===== src/hdl/assert_macros.svh =====
// ----------------------------------------------------------------------------
// assertion macros
// shared concurrent assertion helpers, clocked on clk_i, off during reset
// ----------------------------------------------------------------------------
`ifndef ASSERT_MACROS_SVH
`define ASSERT_MACROS_SVH

// property must hold at every clock edge
`define MST_ASSERT(lbl, prop) \
  lbl: assert property (@(posedge clk_i) disable iff (!rst_ni) (prop)) \
    else $error("assertion failed: property violated");

// condition must never be seen at a clock edge
`define MST_ASSERT_NEVER(lbl, cond) \
  lbl: assert property (@(posedge clk_i) disable iff (!rst_ni) !(cond)) \
    else $error("assertion failed: forbidden condition seen");

`endif


===== src/hdl/mst_pkg.sv =====
// ----------------------------------------------------------------------------
// mst_pkg
// shared constants for the prim spanning tree core and its register block
// ----------------------------------------------------------------------------
`default_nettype none

package mst_pkg;

  // default sizing
  localparam int unsigned MST_MAX_VERTICES = 32;
  localparam int unsigned MST_WEIGHT_BITS  = 16;

  // fixed field widths
  localparam int unsigned VIDX_W   = 5;
  localparam int unsigned WEIGHT_W = 16;
  localparam int unsigned VCOUNT_W = 6;
  localparam int unsigned CLAMP_W  = 7;

  localparam logic [VCOUNT_W-1:0] VCOUNT_RST = 6'd32;

  // apb register port
  localparam int unsigned APB_DATA_W = 32;
  localparam int unsigned APB_ADDR_W = 2;
  localparam logic [APB_ADDR_W-1:0] REG_VERTEX_COUNT_ADDR = 2'b00;

endpackage

`default_nettype wire


===== src/hdl/mst_cfg.sv =====
// ----------------------------------------------------------------------------
// mst_cfg
// apb register block holding the vertex count, clamped to the usable range
// ----------------------------------------------------------------------------
`default_nettype none

module mst_cfg
  import mst_pkg::*;
#(
  parameter int unsigned MAX_VERTICES = MST_MAX_VERTICES,
  localparam int unsigned CW = $clog2(MAX_VERTICES + 1)
) (
  input  wire logic                  clk_i,
  input  wire logic                  rst_ni,
  input  wire logic                  psel,
  input  wire logic                  penable,
  input  wire logic                  pwrite,
  input  wire logic [APB_ADDR_W-1:0] paddr,
  input  wire logic [APB_DATA_W-1:0] pwdata,
  output logic      [APB_DATA_W-1:0] prdata,
  output logic                       pready,
  output logic      [CW-1:0]         count_o
);

  localparam logic [CLAMP_W-1:0] MaxV = CLAMP_W'(MAX_VERTICES);

  logic [VCOUNT_W-1:0] vcount_q, vcount_d;
  logic [CLAMP_W-1:0]  vc_ext;
  logic [CLAMP_W-1:0]  clamped;
  logic                wr_beat;

  assign pready  = 1'b1;
  assign wr_beat = psel && penable && pwrite;

  always_comb begin
    vcount_d = vcount_q;
    if (wr_beat) begin
      vcount_d = pwdata[VCOUNT_W-1:0];
    end
  end

  always_ff @(posedge clk_i or negedge rst_ni) begin
    if (!rst_ni) begin
      vcount_q <= VCOUNT_RST;
    end else begin
      vcount_q <= vcount_d;
    end
  end

  assign prdata = (paddr == REG_VERTEX_COUNT_ADDR) ?
                  {{(APB_DATA_W-VCOUNT_W){1'b0}}, vcount_q} : '0;

  // zero acts as one, anything above the array size acts as the array size
  assign vc_ext = {1'b0, vcount_q};

  always_comb begin
    if (vc_ext == '0) begin
      clamped = CLAMP_W'(1);
    end else if (vc_ext > MaxV) begin
      clamped = MaxV;
    end else begin
      clamped = vc_ext;
    end
  end

  assign count_o = clamped[CW-1:0];

endmodule

`default_nettype wire


===== config.mk =====
export PLATFORM = sky130hd
export DESIGN_NAME = mst_cfg
export DESIGN_NICKNAME = d
export VERILOG_FILES = /design/src/hdl/assert_macros.svh /design/src/hdl/mst_pkg.sv /design/src/hdl/mst_cfg.sv
export SDC_FILE = /design/constraint.sdc
export NUM_CORES = 1
export LEC_CHECK = 0
export BUFFER_PORTS_ARGS = -buffer_cell sky130_fd_sc_hd__buf_2
export CAP_MARGIN = 20
export CORE_UTILIZATION = 28
export CTS_CLUSTER_DIAMETER = 200
export DETAILED_ROUTE_END_ITERATION = 12
export GPL_TIMING_DRIVEN = 0
export PLACE_DENSITY = 0.77
export SETUP_SLACK_MARGIN = 0.3
export SLEW_MARGIN = 20
export SYNTH_ARGS = -nofsm -noshare
export SYNTH_HDL_FRONTEND = slang
export SYNTH_SLANG_ARGS = --single-unit
export TNS_END_PERCENT = 5

===== constraint.sdc =====
create_clock -name clk_i -period 1.3 [get_ports clk_i]
set_input_delay 0 -clock clk_i [delete_from_list [all_inputs] [get_ports clk_i]]
set_output_delay 0 -clock clk_i [all_outputs]
set_load 0.02 [all_outputs]

; Word level (Yosys, flattened, before mapping)
; Cells that the tools add are included.
[word_totals]
inputBits = 39
mem_count = 0
mem_bits_ro = 0
ramBits = 0
latchBits = 0
register_bits = 6
[op_classes]
n_addsub = 0
bitwise = 0
magnitude_cmp = 1
mul = 0
shifts = 0
n_eq_ne = 0
n_mux = 3
n_div = 0
reduce_logical = 4
[op_table]
columns = op, n
row1 = $mux 6, 3
row2 = $logic_not 7->1, 1
row3 = $gt 6x6->1 const B, 1
row4 = $logic_and 1x1->1, 2
row5 = $logic_not 2->1, 1

; Logic depth before layout (Yosys ltp)
[depth]
word_depth = 3
ltp_mapped = 2
ltp_nobuf = 2

; Worst setup path after synthesis
; Ideal clock, no wire load.
[synth_path]
path_type = flip-flop to output port
start = register vcount_q[3]
end = output count_o[0]
required_time_ns = 1.300
arrival_time_ns = 1.252
path_stages_with_launch = 3
path_slack_ns = 0.048
n_path_buf = 0
cell_sequence = dfrtp_1 > or4_1 > a21oi_1
[synth_between]
elab_chain_cells = 3
[synth_rtl]
columns = element, line
row1 = "start, declared", mst_cfg.sv:27  ; logic [VCOUNT_W-1:0] vcount_q, vcount_d;
row2 = "start signal, assigned", mst_cfg.sv:46  ; vcount_q <= vcount_d;
row3 = $gt 6x6->1, mst_cfg.sv:59  ; end else if (vc_ext > MaxV) begin
row4 = $mux 6, mst_cfg.sv:59
row5 = $mux 6 *, mst_cfg.sv:57  ; if (vc_ext == '0) begin
row6 = "end, declared", mst_cfg.sv:22  ; output logic [CW-1:0] count_o
; Mark *: on every way between the ends. The rest lies on a longest branch, timed or not.

; Worst setup path in the final report
[layout_path]
start = register vcount_q[4]
end = output count_o[0]
; Same word-level chain as after synthesis.

==> results.md <==
* Critical Path Fanout Max at 2
* Top-level port count at 78
* Fin crit period at 1.45 ns
* H-tree depth at 1
* Placer Congestion at 0.644
* Ys async rst share at 100%
* Avg Inst Size Synth at 9.11 sq um
* Max reg flops at 6
* Clock buffer depth at 2
* Run status: complete, but fails checks
* Startpoint types: flip-flop
* Final setup fails at 1
* Non-filler cells, final at 147
* Crit path arrival time at 1.45 ns
* Synth Warn # at 0
* Residual DRC at 0
* Failing checks: negative setup slack
* Final Skew at 0 ns
* Max-cap violation count at 0
* Clock Sink Count at 6
* Critical path type: reg2out
* Pwr Total at 0.000994 W
* FF+latch count, synth at 6
* Nets@finish at 162
* Worst Slack Setup Final at -0.146 ns
* Final ANT Viol Nets at 0
* Post-synth top area cell: buf_4
* Sequential fraction of the synthesis area at 29.2%
* Starting Density at 30.1%
* Unrepaired setup endpoints after global routing: true
* DIE AREA at 2030 sq um
* Worst hold slack at 0.124 ns
* Die H at 45.1 um
* Top cells by area, synth: buf_4 39%, dfrtp_1 24%, mux2_1 6.5%
* Number of port buffers at 24
* Pleak at 0.583 nW
* Worst Path Required at 1.30 ns
* CTS Buf Count at 3
* Final hold vios at 0
* Area delta synth->final at 94.9%
* TritonCTS clock tree: done
* EDFF count, synth at 0
* Clk pin slew, worst setup/hold paths at 0.05 ns
* Via count at 502
* First-pass GRT wire length at 1480 um
* Mapped Area at 519 sq um
* Most flops, register: vcount_q
* Slew Viols, Final at 0
* Setup crit end kind: output port
* Largest net degree at the start of global routing at 9
* Top flop regs: vcount_q: 6 flops
* Diodes inserted at 0
* Initial antenna violation count at 0
* Number of core rows at 15
* VDD IR max at 0.000699 V
* Via density at 3.41
* Fin crit share at 111%
* Ys flop type: dfrtp_1
* Post-synth top cells: 27 x buf_4, 5 x and2_1, 5 x dfrtp_1, 4 x nor2b_1
* Vias in the first global route at 398
* GRT Util Overall at 10.3%
* Pwr dens at 982 nW/um^2
* Worst Reg-to-Reg Cells at 3
* Synth cell types at 15
* Clock root cell: clkbuf_4
* Hold Crit Class: in2async
* Synthesized instance count at 57
* Layout cell share with drive strength beyond 1 at 59.0%
* Maximum clock frequency at 691 MHz
* Grt total ovfl at 0
* Core footprint at 1730 sq um
* Initial drt markers at 2
* Total Wirelength at 1140 um
* Routed WL per cell at 7.78 um
* Synth top area share at 39.0%
* First-pass DRT Iterations at 3
* Die W at 45.1 um
* Count leader, synth: buf_4
* Worst-Skew Late Latency at 0.26 ns
* Placed cells at 131
## path summary, 6_finish.rpt
path / from / end / slack (ns)
hold reg to reg: vcount_q[0] / vcount_q[0] / 0.49
max in group asynchronous: rst_ni / vcount_q[5] / 0.95
min in group clk_i: paddr[1] / prdata[0] / 0.27
setup reg to reg: vcount_q[4] / vcount_q[4] / 0.31
hold / removal: rst_ni / vcount_q[4] / 0.12
setup / recovery: vcount_q[4] / count_o[0] / -0.15
## cell families (layout without fill, tap and decap cells)
kind of cell           after synthesis  count (layout)  share of synthesized area, %
AND/OR/NAND/NOR                     13              13                          14.9
other                                2              27                          1.45
multiplexers                         6               6                          13.0
AO/OA/AOI/OAI                        1               1                         0.963
buffers and inverters               29              69                          40.5
flip-flops                           6               6                          29.2
## placed cells by master (no fill, tap or decap), drive strengths merged, types with 4 or more instances in the layout
cell,Yosys,routed
and2,5,5
conb,2,27
dfrtp,5,5
dlygate4sd3,0,7
nor2b,4,4
buf,27,56
clkbuf,1,5
mux2,6,6
## metal layers
metal | global-route usage (%) | vias to the layer above | share of wire (%)
li1 | - | 254 | -
met1 | 7.14 | 202 | 29
met2 | 23.5 | 41 | 54
met3 | 0.800 | 5 | 13
met4 | 7.27 | 0 | 3.8
met5 | 0 | - | 0
## report_power, final
part           total, W  internal, W  switching [W]
sequential     0.000271     0.000228      0.0000429
clock          0.000196     0.000117      0.0000791
combinational  0.000526     0.000290       0.000237
total          0.000994     0.000635       0.000359
## critical path, stage by stage (launching register included)
cell and delay, ns:
dfrtp_1 0.38, or4_4 0.54, a21oi_4 0.14, buf_6 0.13
## cell type report
type                            count  area, sq um
Tap cell                           25         31.3
Inverter                            1         3.75
Timing Repair Buffer               36          294
Clock buffer                        4         26.3
Buffer                             28          206
Fill cell                         148          714
Multi-Input combinational cell     47          299
Sequential cell                     6          151
## timing repair
action | CTS | global route
setup endpoints to repair | 7 | 11
hold endpoints to repair | 12 | 0
gates resized for setup | 20 | 10
cloned | 0 | 0
pin swaps | 1 | 0
hold buffers | 7 | 0
buffers inserted | 3 | 2
## metrics by stage
step                setup TNS, ns  cell area [sq um]  setup WS, ns  util, %
finish                     -0.146               1010        -0.146     58.6
global route               -0.175               1010        -0.175     58.6
CTS                        -0.153                957        -0.153     55.4
detailed placement              0                779        0.0557     45.1
global placement                0                779        0.0814     45.1
floorplan                       0                628         0.194        -
Note: power is estimated with default switching activity, not from simulation.
